### src/hw/rtl/ahp_ram.sv
module ahp_ram #(
    parameter int WIDTH = 25,
    parameter int DEPTH = 101
) (
    input  logic                     aclk,
    input  logic                     we,
    input  logic [$clog2(DEPTH)-1:0] waddr,
    input  logic [WIDTH-1:0]         wdata,
    input  logic [$clog2(DEPTH)-1:0] raddr,
    output logic [WIDTH-1:0]         rdata
);

    logic [WIDTH-1:0] mem [DEPTH];
    logic [WIDTH-1:0] rdata_reg;

    always_ff @(posedge aclk) begin
        if (we) begin
            mem[waddr] <= wdata;
        end
        rdata_reg <= mem[raddr];
    end

    assign rdata = rdata_reg;

endmodule

### config.mk
export PLATFORM = sky130hd
export DESIGN_NAME = ahp_ram
export DESIGN_NICKNAME = d
export VERILOG_FILES = /design/src/hw/rtl/ahp_ram.sv
export SDC_FILE = /design/constraint.sdc
export NUM_CORES = 2
export LEC_CHECK = 0
export BUFFER_PORTS_ARGS = -buffer_cell sky130_fd_sc_hd__buf_2
export CORE_UTILIZATION = 55
export DETAILED_ROUTE_END_ITERATION = 12
export GPL_ROUTABILITY_DRIVEN = 0
export PLACE_DENSITY_LB_ADDON = 0.1
export SLEW_MARGIN = 0
export SYNTH_ARGS = -nofsm -noshare
export SYNTH_HDL_FRONTEND = slang
export SYNTH_SLANG_ARGS = --single-unit
### constraint.sdc
create_clock -name aclk -period 3.5 [get_ports aclk]
set_input_delay 0.35 -clock aclk [delete_from_list [all_inputs] [get_ports aclk]]
set_output_delay 0.35 -clock aclk [all_outputs]
set_load 0.03 [all_outputs]
==> summary.txt <==
STA
  • Final worst hold slack: 0.0113 ns
  • Max Slew Vio Count: 0
  • Slew margin rel.: 4.23%
  • Worst setup skew after layout: 0.0470 ns
  • Setup repair after global routing missed its margin: no
  • Slew at the pin closest to its max-slew limit: 1.42 ns
  • Highest attainable clock frequency: 0.347 GHz
  • Final number of setup-violating endpoints: 0
  • Number of hold-slack violations in the final timing report: 0
  • Time the final worst path needs with I/O delays and setup: 2.88 ns
  • Fraction of the cycle the final worst path needs: 82.4%

CTS
  • Max H-tree Level: 5
  • Clock latency at the later pin of the worst-skew pair: 0.91 ns
  • Buffer count from post-CTS setup fixing: 0
  • TritonCTS clock tree: yes
  • Root cell of the clock tree: clkbuf_16
  • Clock buffers created by TritonCTS: 279
  • Maximum buffer depth of the clock tree: 4
  • CTS sink count: 2550
  • Clock transition at path regs: 0.06 ns

Yosys
  • Number of warnings reported in the yosys synthesis log: 0
  • Leading register cell type out of synthesis: edfxtp_1
  • Share of synthesized area occupied by flip-flops and latches: 78.3%
  • Asr flop ratio synth: 0%
  • Number of storage elements in the synthesis netlist: 2550
  • Synthesized netlist cell count: 4445
  • Post-synth EDFFs: 2525
  • Post-synthesis area per instance: 21.9 um^2
  • Fraction of synthesized cell area taken by the top area cell type: 77.8%
  • Cells taking the most area after synthesis: edfxtp_1 78%, mux4_2 13%, mux2i_1 2.1%
  • Most numerous cell types in the synthesized netlist: 2525 x edfxtp_1, 547 x mux4_2, 207 x mux2i_1
  • Cell type with the highest aggregate area in the netlist: edfxtp_1
  • Total nets after synthesis: 4486
  • Most used standard cell by instance count after synthesis: edfxtp_1
  • Cell area after synthesis: 97500 um^2
  • Unique masters post-synth: 54

Status
  • Result of the run: completed

Critical path
  • Critical Path RT: 4.20 ns
  • Reg2reg start: mem[95][23]
  • Critical path launch point type: input pin
  • R2R cell count: 5
  • Kind of end point of the critical path: flip-flop
  • Classification of the worst setup path: input pin to flip-flop
  • Worst R2R End: rdata[23]
  • Critical path peak fanout: 32
  • R2R setup slack: 0.94 ns
  • Arrival @ worst endpoint: 3.59 ns

Die
  • Placeable Area: 176000 um^2
  • Die area: 179000 um^2
  • Die height: 423 um
  • Number of top-level pins: 66
  • Core Rows: 154
  • Effective utilization at floorplan: 55.4%
  • Horizontal die dimension: 423 um

Drt
  • Detailed router's first-iteration violation count: 6487
  • Number of optimization iterations in the first detailed-route pass: 5
  • DR WL/cell: 35.5 um
  • Number of nets with antenna violations after detailed routing: 0
  • Post-detailed-routing wire length: 264000 um
  • Detailed-route vias per instance: 6.56
  • Number of vias after detailed routing: 48800
  • Number of remaining DRC errors: 0

Layout
  • Layout Area Growth over Synthesis: 14.0%
  • Total number of nets in the final design: 4943
  • Final non-filler cell area: 111000 um^2
  • Fraction of layout instances using a drive strength above 1: 28.0%
  • Number of flip-flops under the largest register name: 2525

Global routing
  • Total congestion overflow: 0
  • Overall Global Routing Usage: 29.8%
  • Global-route wire length before repair: 370000 um
  • Vias in the first global route: 48000
  • Initial antenna violation count: 18
  • Maximum number of pins on one net before global-route repair: 102

Flow run
  • Maximum capacitance violations: 0

Worst hold path
  • End of the worst hold path: mem[56][10]
  • Startpoint of the worst hold path: wdata[10]
  • Min-Delay Path Depth: 1
  • Classification of the worst-slack hold path: input pin to flip-flop

Power and ir drop
  • Largest vdd supply drop: 493 uV
  • Leak pwr: 35.6 nW
  • Power per cell area: 580 nW/um^2

Placement
  • Dpl hpwl: 159000 um
  • Placed cell areas: 103000 um^2
  • Number of I/O port buffers: 65
-- critical path, cell delays in order --
cell     delay (ns)
buf_8          0.37
buf_12         0.22
buf_12         0.20
buf_12         0.26
mux4_2         0.55
mux2i_1        0.15
a21oi_1        0.08
o21ai_0        1.09
nand3_1        0.18
-- worst max-delay path by stage --
stage | endpoint | startpoint
final | rdata[21] | raddr[0]
after global placement | rdata[21] | raddr[0]
after floorplan | mem[58][0] | waddr[5]
after detailed placement | rdata[21] | raddr[0]
after CTS | rdata[21] | raddr[0]
after global routing | rdata[10] | raddr[0]
-- metrics by stage --
step / std cells / setup slack (ns) / setup TNS [ns] / utilization (%) / power [W]
after floorplan: 4445 / 0.338 / 0 / - / 0.0361
after global placement: 6957 / -0.225 / -0.769 / 58.4 / 0.0378
after detailed placement: 6957 / -0.183 / -0.632 / 58.4 / 0.0378
after CTS: 7424 / 0.730 / 0 / 63.1 / 0.0648
after global routing: 7428 / 0.426 / 0 / 63.1 / 0.0661
final: 7433 / 0.617 / 0 / 63.1 / 0.0645
-- final cells by class --
cell class                 instances  area [um^2]
clock buffer                     349         7410
clock inverter                   114          908
antenna                            9         22.5
inverter                           6         23.8
timing repair buffer             414         3600
fill                           12000        64900
multi-input combinational       1651        20000
tap                             2340         2930
sequential                      2550        76300
-- repair_timing --
| action | CTS | global route |
|---|---|---|
| gates resized for setup | 0 | 0 |
| hold buffers | 4 | 0 |
| endpoints found under the hold margin | 47 | 0 |
-- power breakdown --
part / total (W) / internal [W] / switching (W)
combinational: 0.00333 / 0.00115 / 0.00219
clock: 0.0273 / 0.0160 / 0.0113
sequential: 0.0338 / 0.0337 / 0.000115
-- cells by family after synthesis --
kind of cell,count (synthesis),synth area share (%)
flops,2550,78.3
mux,779,15.2
simple gates,498,2.27
compound gates,374,2.60
buf+inv,244,1.60
-- cell usage in the layout, fill, tap and decap left out, types with 16 or more instances in the layout --
| cell type | Yosys | layout |
|---|---|---|
| a211oi_1 | 32 | 32 |
| a21oi_1 | 71 | 71 |
| a221oi_1 | 16 | 16 |
| a22oi_1 | 91 | 91 |
| a31oi_1 | 19 | 19 |
| and2_1 | 24 | 24 |
| buf_12 | 9 | 44 |
| buf_2 | 77 | 37 |
| buf_4 | 28 | 326 |
| clkbuf_1 | 78 | 61 |
| clkbuf_16 | 0 | 286 |
| clkinv_1 | 0 | 57 |
| clkinv_2 | 0 | 35 |
| dfxtp_1 | 25 | 25 |
| edfxtp_1 | 2525 | 2525 |
| mux2i_1 | 207 | 207 |
| mux4_2 | 547 | 547 |
| nand2_1 | 152 | 152 |
| nand3_1 | 72 | 72 |
| nand4_1 | 16 | 16 |
| nor2_1 | 165 | 65 |
| nor2_2 | 0 | 81 |
| nor2_4 | 0 | 19 |
| nor2b_1 | 24 | 19 |
| o22ai_1 | 80 | 80 |
-- layer usage --
metal	part of all wire (%)	track usage [%]	up-vias	routed length, um
met3	9.4	5.96	459	24900
met1	40	43.1	26200	105000
met4	3.7	10.8	6	9740
met5	0.015	0	-	39
met2	47	45.6	2476	124000
li1	-	-	19600	-
Power figures use the tool's default switching activity.
