==> config.mk <==
export PLATFORM = sky130hd
export DESIGN_NAME = ahp_core
export DESIGN_NICKNAME = d
export VERILOG_FILES = /design/src/hw/rtl/ahp_pkg.sv /design/src/hw/rtl/ahp_core.sv
export SDC_FILE = /design/constraint.sdc
export NUM_CORES = 2
export LEC_CHECK = 0
export ABC_AREA = 0
export BUFFER_PORTS_ARGS = -buffer_cell sky130_fd_sc_hd__buf_4
export CORE_ASPECT_RATIO = 1.4
export CORE_MARGIN = 2
export CORE_UTILIZATION = 52
export DETAILED_ROUTE_END_ITERATION = 16
export PLACE_DENSITY = 0.77
export SYNTH_ARGS = -nofsm -noshare
export SYNTH_HDL_FRONTEND = slang
export SYNTH_SLANG_ARGS = --single-unit
==> constraint.sdc <==
create_clock -name aclk -period 16.6 [get_ports aclk]
set_clock_uncertainty 0.15 [all_clocks]
set_input_delay 1.66 -clock aclk [delete_from_list [all_inputs] [get_ports aclk]]
set_output_delay 1.66 -clock aclk [all_outputs]
set_load 0.02 [all_outputs]
==> src/hw/rtl/ahp_pkg.sv <==
package ahp_pkg;

    localparam int NUM_BINS         = 101;
    localparam int BINS_PER_PERCENT = 1;

    localparam int BIN_W     = $clog2(NUM_BINS);
    localparam int IDX_W     = $clog2(NUM_BINS + 1);
    localparam int CNT_W     = 25;
    localparam int MOD_W     = 16;
    localparam int FRAC_W    = 17;
    localparam int FUNC_W    = 2;
    localparam int OUT_BIN_W = 7;
    localparam int FRAC_SH   = 16;
    localparam int TPROD_W   = FRAC_W + CNT_W;
    localparam int TGT_W     = TPROD_W - FRAC_SH;
    localparam int RUN_W     = TGT_W;
    localparam int MPROD_W   = MOD_W + $clog2(BINS_PER_PERCENT + 1);
    localparam int MOD_FRAC  = 8;

    localparam logic [CNT_W-1:0] DECAY_LIMIT_RESET = CNT_W'(65536);

    typedef enum logic [FUNC_W-1:0] {
        FUNC_ADD   = 2'd0,
        FUNC_CLEAR = 2'd1,
        FUNC_QUERY = 2'd2
    } func_t;

    typedef struct packed {
        logic [FUNC_W-1:0]       func;
        logic                    flame_on;
        logic signed [MOD_W-1:0] modulation;
        logic [FRAC_W-1:0]       query_fraction;
    } in_t;

    typedef struct packed {
        logic [OUT_BIN_W-1:0] percentile_bin;
        logic                 no_data;
        logic [CNT_W-1:0]     sample_total;
    } out_t;

    typedef struct packed {
        logic             we;
        logic [BIN_W-1:0] waddr;
        logic [CNT_W-1:0] wdata;
        logic [BIN_W-1:0] raddr;
    } ram_req_t;

    // Negative modulation lands in the lowest bin; anything past the top is clamped.
    function automatic logic [BIN_W-1:0] bin_of(input logic signed [MOD_W-1:0] m);
        logic [MPROD_W-1:0]          prod;
        logic [MPROD_W-MOD_FRAC-1:0] coarse;
        prod   = MPROD_W'(unsigned'(m)) * MPROD_W'(BINS_PER_PERCENT);
        coarse = prod[MPROD_W-1:MOD_FRAC];
        if (m[MOD_W-1]) begin
            return '0;
        end else if (int'(coarse) >= NUM_BINS) begin
            return BIN_W'(NUM_BINS - 1);
        end else begin
            return BIN_W'(coarse);
        end
    endfunction

endpackage

==> src/hw/rtl/ahp_core.sv <==
module ahp_core
    import ahp_pkg::*;
(
    input  logic             aclk,
    input  logic             aresetn,
    input  logic             in_valid,
    output logic             in_ready,
    input  in_t              in_data,
    input  logic [CNT_W-1:0] decay_limit,
    output logic             res_valid,
    input  logic             res_ready,
    output out_t             res_data,
    output ram_req_t         ram_req,
    input  logic [CNT_W-1:0] ram_rdata
);

    typedef enum logic [2:0] {
        S_IDLE,
        S_ADD_RD,
        S_ADD_WR,
        S_AGE,
        S_QRY,
        S_OUT
    } state_t;

    state_t                state_reg, state_next;
    logic [NUM_BINS-1:0]   valid_reg, valid_next;
    logic [CNT_W-1:0]      total_reg, total_next;
    logic [BIN_W-1:0]      idx_reg, idx_next;
    logic [IDX_W-1:0]      rd_idx_reg, rd_idx_next;
    logic [BIN_W-1:0]      wr_idx_reg, wr_idx_next;
    logic                  pend_reg, pend_next;
    logic                  rd_vld_reg, rd_vld_next;
    logic [CNT_W-1:0]      sum_reg, sum_next;
    logic [RUN_W-1:0]      run_reg, run_next;
    logic [TGT_W-1:0]      target_reg, target_next;
    out_t                  res_reg, res_next;

    logic [TPROD_W-1:0]    tgt_prod;
    logic [CNT_W-1:0]      rdata_eff;
    logic [CNT_W-1:0]      half;
    logic [CNT_W-1:0]      total_inc;
    logic                  sweep_end;
    logic                  rd_active;
    ram_req_t              req;

    assign tgt_prod  = TPROD_W'(in_data.query_fraction) * TPROD_W'(total_reg - CNT_W'(1));
    assign rdata_eff = rd_vld_reg ? ram_rdata : '0;
    assign half      = rdata_eff >> 1;
    assign total_inc = total_reg + CNT_W'(1);
    assign sweep_end = (rd_idx_reg == IDX_W'(NUM_BINS));
    assign rd_active = (state_reg == S_ADD_RD)
                    || ((state_reg == S_AGE || state_reg == S_QRY) && !sweep_end);

    always_comb begin
        state_next  = state_reg;
        valid_next  = valid_reg;
        total_next  = total_reg;
        idx_next    = idx_reg;
        rd_idx_next = rd_idx_reg;
        wr_idx_next = wr_idx_reg;
        pend_next   = 1'b0;
        sum_next    = sum_reg;
        run_next    = run_reg;
        target_next = target_reg;
        res_next    = res_reg;
        req.we      = 1'b0;
        req.waddr   = wr_idx_reg;
        req.wdata   = half;
        req.raddr   = (state_reg == S_ADD_RD) ? idx_reg : rd_idx_reg[BIN_W-1:0];

        rd_vld_next = 1'b0;
        if (int'(req.raddr) < NUM_BINS) begin
            rd_vld_next = valid_reg[req.raddr];
        end

        case (state_reg)
            S_IDLE: begin
                res_next = '0;
                res_next.sample_total = total_reg;
                if (in_valid) begin
                    state_next = S_OUT;
                    case (in_data.func)
                        FUNC_ADD: begin
                            if (in_data.flame_on) begin
                                idx_next   = bin_of(in_data.modulation);
                                state_next = S_ADD_RD;
                            end
                        end
                        FUNC_CLEAR: begin
                            valid_next = '0;
                            total_next = '0;
                            res_next.sample_total = '0;
                        end
                        FUNC_QUERY: begin
                            if (total_reg == '0) begin
                                res_next.no_data = 1'b1;
                            end else begin
                                target_next = tgt_prod[TPROD_W-1:FRAC_SH];
                                rd_idx_next = '0;
                                run_next    = '0;
                                state_next  = S_QRY;
                            end
                        end
                        default: begin
                        end
                    endcase
                end
            end
            S_ADD_RD: begin
                state_next = S_ADD_WR;
            end
            S_ADD_WR: begin
                req.we     = 1'b1;
                req.waddr  = idx_reg;
                req.wdata  = rdata_eff + CNT_W'(1);
                valid_next[idx_reg] = 1'b1;
                total_next = total_inc;
                res_next.sample_total = total_inc;
                if (total_inc >= decay_limit) begin
                    rd_idx_next = '0;
                    sum_next    = '0;
                    state_next  = S_AGE;
                end else begin
                    state_next  = S_OUT;
                end
            end
            S_AGE: begin
                // Reads run one entry ahead of the halved write-back.
                if (pend_reg) begin
                    req.we   = 1'b1;
                    valid_next[wr_idx_reg] = 1'b1;
                    sum_next = sum_reg + half;
                end
                if (!sweep_end) begin
                    pend_next   = 1'b1;
                    wr_idx_next = rd_idx_reg[BIN_W-1:0];
                    rd_idx_next = rd_idx_reg + IDX_W'(1);
                end else if (pend_reg) begin
                    total_next = sum_reg + half;
                    res_next.sample_total = sum_reg + half;
                    state_next = S_OUT;
                end
            end
            S_QRY: begin
                if (!sweep_end) begin
                    pend_next   = 1'b1;
                    wr_idx_next = rd_idx_reg[BIN_W-1:0];
                    rd_idx_next = rd_idx_reg + IDX_W'(1);
                end
                if (pend_reg) begin
                    run_next = run_reg + RUN_W'(rdata_eff);
                    if (run_next > target_reg) begin
                        res_next.percentile_bin = OUT_BIN_W'(wr_idx_reg);
                        state_next = S_OUT;
                    end else if (sweep_end) begin
                        res_next.percentile_bin = OUT_BIN_W'(NUM_BINS - 1);
                        state_next = S_OUT;
                    end
                end
            end
            S_OUT: begin
                if (res_ready) begin
                    state_next = S_IDLE;
                end
            end
            default: begin
                state_next = S_IDLE;
            end
        endcase
    end

    always_ff @(posedge aclk) begin
        if (!aresetn) begin
            state_reg <= S_IDLE;
            valid_reg <= '0;
            total_reg <= '0;
            pend_reg  <= 1'b0;
        end else begin
            state_reg <= state_next;
            valid_reg <= valid_next;
            total_reg <= total_next;
            pend_reg  <= pend_next;
        end
        idx_reg    <= idx_next;
        rd_idx_reg <= rd_idx_next;
        wr_idx_reg <= wr_idx_next;
        rd_vld_reg <= rd_vld_next;
        sum_reg    <= sum_next;
        run_reg    <= run_next;
        target_reg <= target_next;
        res_reg    <= res_next;
    end

    assign in_ready  = (state_reg == S_IDLE);
    assign res_valid = (state_reg == S_OUT);
    assign res_data  = res_reg;
    assign ram_req   = req;

    a_no_accept_while_result: assert property (@(posedge aclk) disable iff (!aresetn)
        !(in_ready && res_valid))
        else $error("input accepted while a result is pending");

    a_no_same_entry: assert property (@(posedge aclk) disable iff (!aresetn)
        (req.we && rd_active) |-> (req.waddr != req.raddr))
        else $error("read and write of the same entry in one cycle");

    a_run_bounded: assert property (@(posedge aclk) disable iff (!aresetn)
        (state_reg == S_QRY) |-> (run_reg <= RUN_W'(total_reg)))
        else $error("running sum exceeds the sample total");

    a_no_data_empty: assert property (@(posedge aclk) disable iff (!aresetn)
        (res_valid && res_data.no_data) |-> (res_data.sample_total == '0))
        else $error("no_data reported with a non-zero total");

endmodule

==> run_results.csv <==
group,metric,value,unit
run_status,status,"completed",
global_routing,grt_pass1_wl,142000,um
die,die_height,296,um
clock_tree,cts_hold_buf,0,
setup_path,critical_path.top_delay_family,"adder cells",
timing,rsz0062_at_grt,"false",
setup_path,slowest_stage,"xor2_2",
logic_synthesis,synth-seq-cells,262,
timing,setup_viol,0,
final_layout,fin_nets,4446,
timing,post-route-min-period,9.63,ns
global_routing,grt_busiest_layer,"met2",
route,drt_iter0_drc,2157,
setup_path,cpPeakStageDelay,0.88,ns
timing,finalHoldViolCount,0,
placement,dp.cells,4523,
logic_synthesis,synthesis.area,31800,um^2
final_layout,antenna_cells,0,
setup_path,cp_max_fo,23,
die,die_w,213,um
global_routing,use_met1,33.1,%
route,ant_nets,0,
global_routing,antenna_found_initial,1,
job,drv_cap,0,
timing,fmax,104,MHz
setup_path,cp.required,16.74,ns
min_path,hold_start,"valid_reg[55]$_SDFFE_PN0P_",
placement,dpl_cell_area,33700,um^2
placement,io_buffer_count,156,
global_routing,grt_use_met3,3.16,%
global_routing,gr-total-overflow,0,
setup_path,cp_common_cell,"fa_1",
clock_tree,clk_latency,0.56,ns
logic_synthesis,avgSynthCellArea,8.61,um^2
logic_synthesis,synth_nets,4400,
placement,gp_congestion,0.931,
setup_path,critPathKind,"reg2reg",
timing,post-route-period-util,58.0,%
die,coreArea,60600,um^2
logic_synthesis,synth_ff_type,"edfxtp_1",
final_layout,final_cells,4571,
timing,maxSlewViolCount,0,
timing,setup_ws,6.97,ns
clock_tree,ctsHtreeMaxLevel,1,
logic_synthesis,syn_inst,3688,
clock_tree,clock-sinks,262,
route,wl_per_cell,19.8,um
global_routing,grt_use_total,29.1,%
die,row_count,107,
placement,hpwlAfterDp,68500,um
clock_tree,post_cts.repair.setup_buffers,0,
timing,tns,0,ns
die,num_io_pins,165,
clock_tree,cts_tree,"built",
logic_synthesis,ys_warn_count,0,
clock_tree,cts_root_buffer,"clkbuf_16",
final_layout,largest_reg_flops,101,
clock_tree,cts_resized,0,
route,drcViolationCount,0,
setup_path,cp-start-kind,"flip-flop",
route,vias_per_cell,5.75,
setup_path,cp-startpoint,"total_reg[0]$_SDFFE_PN0P_",
global_routing,grt_pass1_vias,26800,
clock_tree,cts_buffers,26,
route,firstDrtPassIters,8,
final_layout,final_common_cell,"inv_1",
timing,worst_pin_slew,1.16,ns
clock_tree,path_clk_slew,0.06,ns
min_path,hold_path_class,"reg2reg",
logic_synthesis,synth_edf_count,131,
placement,place_ws,7.07,ns
die,start_util,52.4,%
timing,slew_headroom,22.6,%
logic_synthesis,ys_seq_area_share,20.6,%
route,vias,26300,
clock_tree,clock_path_buffers,3,
final_layout,layout_common_cells,"inv_1 (593), nand2_1 (469), fa_1 (419), and2_1 (282), nor2_1 (237)",
setup_path,r2r-start,"total_reg[0]$_SDFFE_PN0P_",
global_routing,grt_use_met2,51.3,%
route,wirelength,90700,um
setup_path,path_buf_inv,6,
logic_synthesis,synthArstFlopShare,0,%
die,die_area,63100,um^2
final_layout,stdcell_area,34600,um^2
final_layout,area_growth_syn_to_layout,8.84,%
global_routing,grt_max_degree,103,
setup_path,crit_arrival,9.77,ns
logic_synthesis,synth_cell_types,86,
setup_path,end_kind,"flip-flop",
final_layout,drive_gt1_share,7.75,%
## per-stage QoR
stage          utilization [%]  hold WS (ns)
6_report                  57.0         0.317
5_1_grt                   57.0         0.333
4_1_cts                   57.0         0.321
3_5_place_dp              55.6         0.303
3_3_place_gp              55.6         0.295
2_1_floorplan                -         0.281
## worst paths after layout
kind	end	slack (ns)	depth (start not counted)
max	target_reg[25]$_DFFE_PP_	6.97	29
min	valid_reg[55]$_SDFFE_PN0P_	0.32	2
max reg2reg	target_reg[25]$_DFFE_PP_	6.97	29
min reg2reg	valid_reg[55]$_SDFFE_PN0P_	0.32	2
## per-layer routing
layer	wire [um]	share of wire, %	vias to the layer above
met5	0	0	-
met4	6710	7.4	0
met3	5870	6.5	375
met2	45800	51	1125
met1	32300	36	12900
li1	-	-	11900
## kinds of logic (layout without fill, tap and decap cells)
group,count (synthesis),in the layout,share of synthesized area (%)
compound gates,588,588,11.6
flops,262,262,20.6
simple gates,1288,1288,19.7
mux,11,11,0.390
buf+inv,772,838,9.21
fa+ha+maj,622,622,34.4
xor+xnor,145,145,4.02
## cell usage after synthesis, types with 94 or more instances
cell | instances | area share, %
inv_1 | 593 | 7.0
nand2_1 | 469 | 5.5
fa_1 | 419 | 26
and2_1 | 282 | 5.6
nor2_1 | 240 | 2.8
a21oi_1 | 203 | 3.2
ha_1 | 203 | 8.0
clkbuf_1 | 151 | 1.8
dfxtp_1 | 131 | 8.3
edfxtp_1 | 131 | 12
o22ai_1 | 98 | 1.9
xnor2_1 | 94 | 2.6
## final cells by class
class / count / area, um^2
Sequential cell: 262 / 6560
Inverter: 594 / 2230
Fill cell: 5348 / 26100
Clock inverter: 11 / 56.3
Clock buffer: 37 / 776
Tap cell: 817 / 1020
Timing Repair Buffer: 196 / 1470
Multi-Input combinational cell: 2654 / 22500
## worst min-delay path, stage by stage, from the launching register on
cell and delay (ns):
dfxtp_1 0.32, a21oi_1 0.04, nor2_1 0.07
Power is left out: the tool's default activity adds up to more than one toggle a clock period on the data nets, which glitch-free logic cannot reach.
